**src/rtl/bml_pkg.sv**
```systemverilog
`timescale 1ns / 1ps
`default_nettype none
// ----------------------------------------------------------------------------
// bml_pkg: shared definitions for the bilinear map lookup
// Field widths, arithmetic widths and the command and status groups that
// join the controller and the datapath.
// ----------------------------------------------------------------------------
package bml_pkg;

  localparam int DIM_DEF = 16;

  localparam int CRD_W = 16;   // coordinate and axis point width
  localparam int OFF_W = 9;    // flat entry offset width
  localparam int VAL_W = 16;   // written value width
  localparam int RES_W = 8;    // map cell and result width
  localparam int DIF_W = 17;   // signed coordinate difference
  localparam int PRD_W = 34;   // product of two differences
  localparam int TRM_W = 43;   // product times a cell value
  localparam int NUM_W = 46;   // sum of four weighted corners
  localparam int CNT_W = 4;    // step counter of the multi-cycle states

  localparam int IN_TDATA_W  = 64;
  localparam int OUT_TDATA_W = 8;

  typedef struct packed {
    logic load;
    logic wr;
    logic rd_hi;
    logic rd_lo;
    logic clip;
    logic prime;
    logic scan;
    logic fetch;
    logic mac;
    logic norm;
    logic div;
    logic finish;
  } cmd_t;

  typedef struct packed {
    logic is_write;
    logic scan_done;
    logic fetch_done;
    logic mac_done;
    logic div_done;
    logic out_free;
  } sts_t;

endpackage
`default_nettype wire

```
**src/rtl/bml_ctrl.sv**
```systemverilog
`timescale 1ns / 1ps
`default_nettype none
// ----------------------------------------------------------------------------
// bml_ctrl: sequencing state machine
// Steps one item through an entry write, or through axis clipping, interval
// scan, corner fetch, accumulation and division, and issues one command per state.
// ----------------------------------------------------------------------------
module bml_ctrl (
  input  wire logic          clk,
  input  wire logic          rst_n,
  input  wire logic          in_tvalid,
  output logic               in_tready,
  input  wire bml_pkg::sts_t sts,
  output bml_pkg::cmd_t      cmd
);

  typedef enum logic [11:0] {
    S_IDLE  = 12'b0000_0000_0001,
    S_WR    = 12'b0000_0000_0010,
    S_RDHI  = 12'b0000_0000_0100,
    S_RDLO  = 12'b0000_0000_1000,
    S_CLIP  = 12'b0000_0001_0000,
    S_PRIME = 12'b0000_0010_0000,
    S_SCAN  = 12'b0000_0100_0000,
    S_FETCH = 12'b0000_1000_0000,
    S_MAC   = 12'b0001_0000_0000,
    S_NORM  = 12'b0010_0000_0000,
    S_DIV   = 12'b0100_0000_0000,
    S_FIN   = 12'b1000_0000_0000
  } state_t;

  state_t state_r, state_nxt;

  always_comb begin
    state_nxt = state_r;
    case (state_r)
      S_IDLE:  if (in_tvalid) state_nxt = sts.is_write ? S_WR : S_RDHI;
      S_WR:    state_nxt = S_FIN;
      S_RDHI:  state_nxt = S_RDLO;
      S_RDLO:  state_nxt = S_CLIP;
      S_CLIP:  state_nxt = S_PRIME;
      S_PRIME: state_nxt = S_SCAN;
      S_SCAN:  if (sts.scan_done) state_nxt = S_FETCH;
      S_FETCH: if (sts.fetch_done) state_nxt = S_MAC;
      S_MAC:   if (sts.mac_done) state_nxt = S_NORM;
      S_NORM:  state_nxt = S_DIV;
      S_DIV:   if (sts.div_done) state_nxt = S_FIN;
      S_FIN:   if (sts.out_free) state_nxt = S_IDLE;
      default: state_nxt = S_IDLE;
    endcase
  end

  always_ff @(posedge clk) begin
    if (!rst_n) begin
      state_r <= S_IDLE;
    end else begin
      state_r <= state_nxt;
    end
  end

  assign in_tready = (state_r == S_IDLE);

  always_comb begin
    cmd        = '0;
    cmd.load   = (state_r == S_IDLE) && in_tvalid;
    cmd.wr     = (state_r == S_WR);
    cmd.rd_hi  = (state_r == S_RDHI);
    cmd.rd_lo  = (state_r == S_RDLO);
    cmd.clip   = (state_r == S_CLIP);
    cmd.prime  = (state_r == S_PRIME);
    cmd.scan   = (state_r == S_SCAN);
    cmd.fetch  = (state_r == S_FETCH);
    cmd.mac    = (state_r == S_MAC);
    cmd.norm   = (state_r == S_NORM);
    cmd.div    = (state_r == S_DIV);
    cmd.finish = (state_r == S_FIN);
  end

endmodule
`default_nettype wire

```
**config.mk**
```make
export PLATFORM = sky130hd
export DESIGN_NAME = bml_ctrl
export DESIGN_NICKNAME = d
export VERILOG_FILES = /design/src/rtl/bml_pkg.sv /design/src/rtl/bml_ctrl.sv
export SDC_FILE = /design/constraint.sdc
export NUM_CORES = 1
export LEC_CHECK = 0
export BUFFER_PORTS_ARGS = -buffer_cell sky130_fd_sc_hd__buf_4
export CAP_MARGIN = 0
export CORE_MARGIN = 5
export CORE_UTILIZATION = 42
export CTS_CLUSTER_DIAMETER = 100
export DETAILED_ROUTE_END_ITERATION = 10
export PLACE_DENSITY = 0.64
export SETUP_SLACK_MARGIN = 0.4
export SKIP_CTS_REPAIR_TIMING = 1
export SYNTH_ARGS = -nofsm -noshare
export SYNTH_HDL_FRONTEND = slang
export SYNTH_SLANG_ARGS = --single-unit
```
**constraint.sdc**
```tcl
create_clock -name clk -period 5.55 [get_ports clk]
set_clock_uncertainty 0.2 [all_clocks]
set_input_delay 1.11 -clock clk [delete_from_list [all_inputs] [get_ports clk]]
set_output_delay 1.11 -clock clk [all_outputs]
set_load 0.02 [all_outputs]
```
**Word-level counts from Yosys, hierarchy flattened**

Index checks and enable logic that the tools add are counted.

- Register bits: 12
- Input bits: 9
- Logic and storage cells: 29

- Eq/ne operators: 18
- Muxes and demuxes: 8
- Reduce and logical (&&, ||, !) cells: 2

Operators with widths:

| cell | count |
|---|---|
| $pmux W12 S12 | 1 |
| $mux W12 | 6 |
| $eq A12 B1 Y1 const B | 1 |
| $eq A12 B10 Y1 const B | 1 |
| $eq A12 B11 Y1 const B | 1 |
| $eq A12 B12 Y1 const B | 1 |
| $eq A12 B2 Y1 const B | 1 |
| $eq A12 B3 Y1 const B | 1 |
| $eq A12 B4 Y1 const B | 1 |
| $eq A12 B5 Y1 const B | 1 |
| $eq A12 B6 Y1 const B | 1 |
| $eq A12 B7 Y1 const B | 1 |
| $eq A12 B8 Y1 const B | 1 |
| $eq A12 B9 Y1 const B | 1 |
| $ne A2 B2 Y1 const B | 6 |
| $reduce_and A6 Y1 | 1 |
| $mux W3 | 1 |
| $logic_and A1 B1 Y1 | 1 |

**Logic depth before layout (Yosys ltp)**

Gate-level depths: netlist of the first run.

- Word-level depth: 3
- Depth in mapped cells: 7

**Worst setup path after synthesis of the first run**

No wires, ideal clock.

- Path type: reg-to-output
- Start point: register state_r[6]
- End point: output port cmd[9] (netlist bit)
- Arrival time: 1912 ps
- Path slack: 2328 ps
- Stages on the path, launching flop included: 6
- Buffers on the path: 1
- Cell sequence: dfxtp_1 -> buf_6 -> or4_4 -> nor3_1 -> nand2_1 -> nor3b_1

RTL lines:

| item | line | text |
|---|---|---|
| from (decl) | bml_ctrl.sv:32 | `state_t state_r, state_nxt;` |
| from (signal assigned) | bml_ctrl.sv:57 | `state_r <= state_nxt;` |
| to (decl) | bml_ctrl.sv:14 | `output bml_pkg::cmd_t cmd` |

==> results of run 1 <==
[logic make-up (layout without fill, tap and decap cells)]
kind of cell,Yosys count,count (layout)
AOI/OAI and AO/OA,19,19
xor gates and xnor gates,2,2
buffers and inverters,15,32
DFF,12,12
muxes,2,2
and+or+nand+nor,58,58
[layout by cell type, fill, tap and decap left out]
master | synthesis | final
buf_4 | 1 | 21
nor2_1 | 15 | 15
dfxtp_1 | 12 | 12
o21ai_0 | 8 | 8
inv_1 | 7 | 7
nand3_1 | 5 | 5
nor3b_1 | 5 | 5
nand2_1 | 4 | 4
nor3_1 | 4 | 4
a21oi_1 | 4 | 4
clkbuf_4 | 0 | 3
nor4_4 | 2 | 2
nor4_2 | 2 | 2
nor4_1 | 2 | 2
nand2b_1 | 2 | 2
nor2b_1 | 2 | 2
nand4_1 | 2 | 2
or3b_1 | 2 | 2
nor2_2 | 2 | 2
nor3_2 | 2 | 2
mux2i_1 | 2 | 2
or4_4 | 1 | 1
or4b_1 | 1 | 1
and4_1 | 1 | 1
or4_1 | 1 | 1
and3_1 | 1 | 1
inv_2 | 1 | 1
o211a_1 | 1 | 1
a2111oi_4 | 1 | 1
o21a_1 | 1 | 1
or3_1 | 1 | 1
nor4b_4 | 1 | 1
a21o_1 | 1 | 1
xnor2_1 | 1 | 1
a311oi_1 | 1 | 1
xor2_1 | 1 | 1
o2111ai_1 | 1 | 1
a31o_1 | 1 | 1
[tightest hold or removal path, stage by stage (launching register included)]
cell     delay (ns)
dfxtp_1        0.37
nand2_1        0.11
nor2_2         0.04
[stage by stage]
step / hold slack [ns] / cells / setup slack (ns) / total power [mW]
finish: 0.3659 / 152 / 2.152 / 0.2224
global route: 0.3997 / 152 / 1.959 / 0.2346
CTS: 0.3628 / 152 / 2.146 / 0.2234
detailed placement: 0.3525 / 149 / 2.450 / 0.1711
global placement: 0.3438 / 149 / 2.482 / 0.1715
floorplan: 0.3126 / 108 / 2.328 / 0.1510
[metal layers]
metal / vias up / global-route usage (%)
met5: - / 0
li1: 426 / -
met1: 383 / 17.06
met4: 0 / 4.068
met2: 19 / 21.54
met3: 2 / 3.211
[area by class of cell]
| type | instances | share of cell area, % |
|---|---|---|
| tap | 27 | 3.199 |
| inverter | 8 | 2.844 |
| multi-input combinational | 81 | 54.15 |
| timing repair buffer | 21 | 14.93 |
| clock buffer | 3 | 2.133 |
| sequential | 12 | 22.75 |
[report_power, final]
part	switching (mW)	total, mW	internal [mW]
Sequential	0.00656	0.0964	0.0898
Combinational	0.0451	0.0737	0.0286
Clock	0.0273	0.0524	0.0251
Total	0.0790	0.222	0.143
[worst max-delay path by stage]
| stage | to | from | cells past startpoint |
|---|---|---|---|
| floorplan | cmd[9] | state_r[6]$_SDFFE_PN0P_ | 5 |
| global placement | cmd[9] | state_r[6]$_SDFFE_PN0P_ | 5 |
| detailed placement | cmd[9] | state_r[6]$_SDFFE_PN0P_ | 5 |
| CTS | cmd[9] | state_r[6]$_SDFFE_PN0P_ | 5 |
| global route | cmd[9] | state_r[6]$_SDFFE_PN0P_ | 5 |
| finish | cmd[9] | state_r[6]$_SDFFE_PN0P_ | 5 |
==> flow_metrics.tcl, run 1 <==
set metrics [dict create \
    path_cells "or4_4 -> nor3_1 -> nand2_1 -> nor3b_1 -> buf_4" \
    die-height_um 56.25 \
    yosysSeqAreaShare_pct 26.74 \
    wl_met2_um 942 \
    rsz0062_at_grt "false" \
    hp-class "reg -> reg" \
    die_x_um 56.25 \
    ios 22 \
    grt_usage_pct 13.19 \
    syn_avg_cell_area_um2 8.318 \
    ys_ff_latch 12 \
    synth_commonest_cells "15 x nor2_1, 12 x dfxtp_1, 8 x o21ai_0" \
    post_synth_mux_area_share_pct 2.228 \
    fin_crit_sh_pct 61.23 \
    hold_depth 2 \
    worstMarginPinSlew_ns 0.5919 \
    cts_buffers 3 \
    firstDrtPassIters 4 \
    critPathRequiredTime_ns 4.24 \
    cts_root_buffer "clkbuf_4" \
    grt_pass1_wl_um 3456 \
    drv_cap 0 \
    antenna_cells 0 \
    place_area_mm2 0.001033 \
    viasPerCell 5.461 \
    drc 0 \
    setup_viol 0 \
    synthAdderAreaFrac_pct 0 \
    top_register "state_r" \
    synth_simple_gate_area_share_pct 44.01 \
    fin_util_pct 52.75 \
    multiInputGateArea_um2 571.8 \
    cts_sinks 12 \
    drt_iter0_markers 13 \
    grt_pass1_vias 779 \
    critical_path.top_delay_family "simple AND/OR/NAND/NOR gates" \
    start_kind "register" \
    top_layer "met4" \
    worstReg2RegEnd "state_r[3]$_SDFFE_PN0P_" \
    hp-start "state_r[4]$_SDFFE_PN0P_" \
    cts_tree "yes" \
    io_buffers 21 \
    antenna_found_initial 0 \
    yosys.area.top_type "dfxtp_1" \
    dr_wl_met3_um 108 \
    peakVddDrop_mv 0.1277 \
    h-tree-depth 1 \
    setup_tns_ns 0 \
    worstRegToRegCells 5 \
    row_count 16 \
    worstHoldEndpoint "state_r[5]$_SDFFE_PN0P_" \
    r2r-start "state_r[9]$_SDFFE_PN0P_" \
    criticalPathCategory "reg -> out" \
    status "finished, final reports clean" \
    ant_nets 0 \
    final_layout_size_suffix_gt1_share_pct 28.80 \
    finalHoldViolations 0 \
    end_kind "primary output" \
    wl_met1_um 947 \
    synth_edf_count 0 \
    timing.slew.headroom_pct 60.21 \
    clock_latency_ns 0.27 \
    power.density_mw_per_mm2 210.6 \
    synth_top_area_share_pct 26.74 \
    synth_top_family_by_area "simple AND/OR/NAND/NOR gates" \
    synthArstFlopShare_pct 0 \
    stdcell_area_mm2 0.001056 \
    synth_area_um2 898.4 \
    max_stage_delay_ns 0.62 \
    fillers 206 \
    synth_most_common_cell "nor2_1" \
    hpwl_um 1589 \
    die-area_mm2 0.003164 \
    synth.distinct_cells 40 \
    rrSetupSlack_ns 3.05 \
    critical_path_buf_inv_count 1 \
    gp_congestion 0.8031 \
    reg_top3 "state_r (12)" \
    p_leak_nw 0.4155 \
    area_delta_synth_final_pct 17.55 \
    gr-total-overflow 0 \
    synthCells 108 \
    initial_core_util_pct 44.88 \
    arrival_ns 2.09 \
    yosysWarnings 0 \
    vias 830 \
    fmax_mhz 294.3 \
    synth_compound_area_share_pct 15.46 \
    slew_viol_final 0 \
    worstPathMaxFanout 9 \
    synth_xor_area_share_pct 1.950 \
    wirelength_um 2011 \
    grt_max_degree 11 \
    synthesis.nets 117 \
    cts_max_path_buffers 2 \
    nNetsFinal 136 \
    clk_pin_slew_ns 0.07 \
    wire_per_inst_um 13.23 \
    coreArea_mm2 0.002002 \
    cpMaxStageDelayCell "or4_4" \
    synthFlopType "dfxtp_1" \
    min_period_ns 3.398 \
    largest_reg_flops 12 \
    synthTopCellsByArea "dfxtp_1 27%, nor2_1 6.3%, nor4_4 4.7%" \
    seq_area_um2 240.2 \
]
(Power assumes the default switching activity.)
==> inputs of run 2 (changes only) <==
==> constraint.sdc (replaced) <==
create_clock -name clk -period 3.5 [get_ports clk]
set_clock_uncertainty 0.2 [all_clocks]
set_input_delay 0.7 -clock clk [delete_from_list [all_inputs] [get_ports clk]]
set_output_delay 0.7 -clock clk [all_outputs]
set_load 0.02 [all_outputs]
==> run 2 against run 1 <==
Net effect:
- global-route usage is 0.48 points higher
- via count is 0.12% higher
- worst setup slack worse by 1.6 ns
- non-clock buffer count stayed put
- clock-buffer cell count stayed put
- sequential share of layout area is 0.21 points lower
- critical endpoint is now cmd[4]
- largest cell class unchanged
==> flow_metrics.tcl, run 2 (same netlist as run 1, synthesis figures left out) <==
set metrics [dict create \
    antenna_found_initial 0 \
    busiest_layer "met2" \
    peakVddDrop_mv 0.1425 \
    timing.slew.headroom_pct 58.21 \
    h-tree-depth 1 \
    hp-class "reg -> reg" \
    dp_cells 149 \
    criticalPathCategory "reg -> out" \
    hpwl_um 1593 \
    stdcell_area_mm2 0.001066 \
    setup_viol 0 \
    grtUsageMet1_pct 16.94 \
    area_delta_synth_final_pct 18.66 \
    slew_viol_final 0 \
    firstDrtPassIters 4 \
    final_cell_mix "21 x buf_4, 15 x nor2_1, 12 x dfxtp_1, 8 x o21ai_0, 7 x inv_1" \
    die-area_mm2 0.003164 \
    top_register "state_r" \
    place_area_mm2 0.001033 \
    wire_per_inst_um 13.30 \
    arrival_ns 2.02 \
    timing.final.ws_setup_ns 0.5770 \
    clock_latency_ns 0.28 \
    rsz0062_at_grt "false" \
    fin_hold_ws_ns 0.3620 \
    wirelength_um 2022 \
    fillers 201 \
    fin_crit_sh_pct 83.52 \
    worstMarginPinSlew_ns 0.6216 \
    finalHoldViolations 0 \
    p_leak_nw 0.4172 \
    grt_use_met2_pct 21.04 \
    start_kind "register" \
    coreArea_mm2 0.002002 \
    end_kind "primary output" \
    setup_tns_ns 0 \
    io_buffers 21 \
    grt_pass1_vias 795 \
    p_total_uw 359.6 \
    initial_core_util_pct 44.88 \
    die-height_um 56.25 \
    row_count 16 \
    gp_congestion 0.8031 \
    grt_usage_pct 13.68 \
    rrSetupSlack_ns 1.00 \
    clk_pin_slew_ns 0.07 \
    nNetsFinal 136 \
    fmax_mhz 342.1 \
    worstReg2RegEnd "state_r[3]$_SDFFE_PN0P_" \
    drt_iter0_markers 3 \
    crit_start "state_r[0]$_SDFFE_PN1P_" \
    antenna_cells 0 \
    instances_no_fill 152 \
    grt_max_degree 11 \
    min_period_ns 2.923 \
    critPathRequiredTime_ns 2.60 \
    final_layout_size_suffix_gt1_share_pct 30.40 \
    cts_max_path_buffers 2 \
    cts_buffers 3 \
    cts_root_buffer "clkbuf_4" \
    status "finished, final reports clean" \
    ant_nets 0 \
    cts_sinks 12 \
    cts_tree "yes" \
    drv_cap 0 \
    vias 831 \
    fin_util_pct 53.25 \
    grt_pass1_wl_um 3477 \
    dp_slack_ns 0.8072 \
    largest_reg_flops 12 \
    drc 0 \
    final_common_cell "buf_4" \
    reg_top3 "state_r (12)" \
    r2r-start "state_r[8]$_SDFFE_PN0P_" \
    viasPerCell 5.467 \
    power.density_mw_per_mm2 337.4 \
    die_x_um 56.25 \
    worstPathMaxFanout 6 \
    gr-total-overflow 0 \
    endpoint "cmd[4]" \
    worstRegToRegCells 5 \
    grt.met3_usage_pct 3.670 \
    ios 22 \
]
-- run 2: changes by cell type in the layout (fill, tap and decap cells not counted) --
cell / change
nor3b_2: +1
nor3_2: +1
nor3b_1: -1
nor3_1: -1
-- run 2: cell type report --
cell class | instances | area (µm²) | share of cell area (%)
tap | 27 | 33.78 | 3.169
sequential | 12 | 240.2 | 22.54
clock buffer | 3 | 22.52 | 2.113
timing repair buffer | 21 | 157.7 | 14.79
inverter | 8 | 30.03 | 2.817
multi-input combinational | 81 | 581.8 | 54.58
-- run 2: worst min-delay path by stage --
stage                             from                      end  depth (start not counted)
4_1_cts        state_r[4]$_SDFFE_PN0P_  state_r[5]$_SDFFE_PN0P_                          2
6_report       state_r[4]$_SDFFE_PN0P_  state_r[5]$_SDFFE_PN0P_                          2
3_5_place_dp   state_r[4]$_SDFFE_PN0P_  state_r[5]$_SDFFE_PN0P_                          2
5_1_grt                         sts[5]  state_r[2]$_SDFFE_PN0P_                          2
2_1_floorplan  state_r[4]$_SDFFE_PN0P_  state_r[5]$_SDFFE_PN0P_                          2
3_3_place_gp   state_r[4]$_SDFFE_PN0P_  state_r[5]$_SDFFE_PN0P_                          2
-- run 2: critical path, stage by stage (launching register included) --
cell,delay [ns]
dfxtp_1,0.37
nor4_2,0.61
nand3_1,0.24
nor3b_1,0.32
buf_4,0.20
-- run 2: power by group --
group,internal [mW],switching (mW)
logic,0.0466,0.0724
registers,0.142,0.0111
clock network,0.0400,0.0472
total,0.229,0.131
-- run 2: layer usage --
metal | wire length (µm) | vias to the layer above
met5 | 0 | -
met4 | 53 | 0
met3 | 114 | 6
met2 | 899 | 18
met1 | 955 | 381
li1 | - | 426
==> inputs of run 3 (changes only) <==
==> constraint.sdc (replaced) <==
create_clock -name clk -period 2.85 [get_ports clk]
set_clock_uncertainty 0.2 [all_clocks]
set_input_delay 0.57 -clock clk [delete_from_list [all_inputs] [get_ports clk]]
set_output_delay 0.57 -clock clk [all_outputs]
set_load 0.02 [all_outputs]
==> run 3 against run 2 <==
Net effect:
- hold slack worse by 0.12 ns
- non-clock buffer count grew 20
- cell area grew 27%
- worst setup slack worse by 0.37 ns
- sequential cell count stayed put
- first-iteration DRC count rose to 9.3 times the previous value
- critical endpoint is now cmd[9]
==> flow_metrics.tcl, run 3 (same netlist as run 1, synthesis figures left out) <==
set metrics [dict create \
    status "finished, final reports clean" \
    critPathRequiredTime_ns 2.08 \
    worstPathMaxFanout 8 \
    intPower_uw 346.8 \
    coreArea_mm2 0.002002 \
    firstDrtPassIters 4 \
    critical_path.top_delay_family "simple AND/OR/NAND/NOR gates" \
    die_x_um 56.25 \
    timing.slew.headroom_pct 71.03 \
    antenna_found_initial 0 \
    drc 0 \
    cts_sinks 12 \
    fin_hold_ws_ns 0.2461 \
    top_register "state_r" \
    die-height_um 56.25 \
    wirelength_um 2567 \
    drt_iter0_markers 28 \
    multiInputGateArea_um2 681.9 \
    cts_buffers 3 \
    cts_tree "yes" \
    ios 22 \
    power.switching_uw 185.7 \
    final_layout_size_suffix_gt1_share_pct 55.48 \
    vias 920 \
    max_stage_delay_ns 0.55 \
    end_kind "primary output" \
    min_period_ns 2.646 \
    area_delta_synth_final_pct 51.25 \
    grt_pass1_wl_um 3401 \
    critical_path_buf_inv_count 1 \
    place_area_mm2 0.001065 \
    finalHoldViolations 0 \
    p_comb_share_pct 38.0 \
    reg_top3 "state_r (12)" \
    grt_usage_pct 13.68 \
    wl_met1_um 1043 \
    wl_met2_um 1317 \
    peakVddDrop_mv 0.2865 \
    rsz0062_at_grt "true" \
    setup_viol 0 \
    hpwl_um 1636 \
    dr_wl_met3_um 158 \
    grt_max_degree 10 \
    final_common_cell "buf_4" \
    fin_util_pct 67.88 \
    final_cell_mix "38 x buf_4, 12 x nor2_1, 8 x o21ai_0, 7 x inv_1" \
    fillers 163 \
    seq_power_share_pct 35.9 \
    cts_root_buffer "clkbuf_4" \
    hp-class "in -> reg" \
    grt_pass1_vias 765 \
    largest_reg_flops 12 \
    wire_per_inst_um 14.84 \
    initial_core_util_pct 44.88 \
    die-area_mm2 0.003164 \
    start_kind "register" \
    slew_viol_final 0 \
    gr-total-overflow 0 \
    stdcell_area_mm2 0.001359 \
    pwr-share-clk_pct 26.1 \
    clock_latency_ns 0.28 \
    h-tree-depth 1 \
    arrival_ns 1.88 \
    switching_share_pct 34.88 \
    top_layer "met4" \
    antenna_cells 0 \
    io_buffers 21 \
    fin_crit_sh_pct 92.86 \
    dp_slack_ns 0.2647 \
    worstMarginPinSlew_ns 0.4313 \
    path_cells "or4_4 -> nor3_4 -> nand2_4 -> nor3b_4 -> buf_4" \
    viasPerCell 5.318 \
    cpMaxStageDelayCell "or4_4" \
    fmax_mhz 377.9 \
    criticalPathCategory "reg -> out" \
    row_count 16 \
    clk_pin_slew_ns 0.08 \
    cts_max_path_buffers 2 \
    power.density_mw_per_mm2 391.9 \
    seq_area_um2 257.7 \
    p_leak_nw 0.5579 \
    nNetsFinal 156 \
    ant_nets 0 \
    gp_congestion 0.8172 \
    timing.final.ws_setup_ns 0.2036 \
    drv_cap 0 \
]
==> run 3: changes by cell type in the layout (fill, tap and decap cells not counted), sizes merged <==
cell    before  now
clkbuf       3    4
buf         21   41
==> run 3: cell type report <==
| type | instances | area share [%] |
|---|---|---|
| sequential | 12 | 18.97 |
| tap | 27 | 2.486 |
| clock buffer | 4 | 2.670 |
| inverter | 8 | 2.210 |
| timing repair buffer | 41 | 23.48 |
| multi-input combinational | 81 | 50.18 |
==> run 3: routing by layer <==
layer	vias to the layer above	GRT usage (%)
met5	-	0
met4	0	6.102
met3	4	2.982
met2	27	21.87
met1	426	17.50
li1	463	-
==> run 3: metrics by stage <==
step | TNS (ns) | cells | total power, mW
2_1_floorplan | 0 | 108 | 0.2981
5_1_grt | 0 | 173 | 0.5585
3_5_place_dp | 0 | 151 | 0.3361
4_1_cts | -0.06018 | 155 | 0.4744
3_3_place_gp | 0 | 151 | 0.3365
6_report | 0 | 173 | 0.5325
==> run 3: final timing paths <==
path | startpoint | slack [ns] | cells after the start | endpoint
min reg2reg | state_r[2]$_SDFFE_PN0P_ | 0.35 | 1 | state_r[4]$_SDFFE_PN0P_
min | sts[5] | 0.25 | 2 | state_r[2]$_SDFFE_PN0P_
max reg2reg | state_r[6]$_SDFFE_PN0P_ | 0.63 | 7 | state_r[3]$_SDFFE_PN0P_
max | state_r[6]$_SDFFE_PN0P_ | 0.20 | 5 | cmd[9]
==> run 3: worst register-to-register path, cell delays in order, from the launching register on <==
cell and delay, ns:
dfxtp_4 0.38, or4_4 0.56, buf_4 0.16, buf_4 0.13, a2111oi_4 0.19, o21a_1 0.22, or3_4 0.22, nor4b_4 0.06
==> run 3: power groups by stage <==
stage          clock network, mW  registers (mW)  logic [mW]
2_1_floorplan                  0           0.185       0.113
3_3_place_gp                   0           0.192       0.145
3_5_place_dp                   0           0.191       0.145
4_1_cts                    0.141           0.188       0.145
5_1_grt                    0.150           0.192       0.217
6_report                   0.139           0.191       0.202
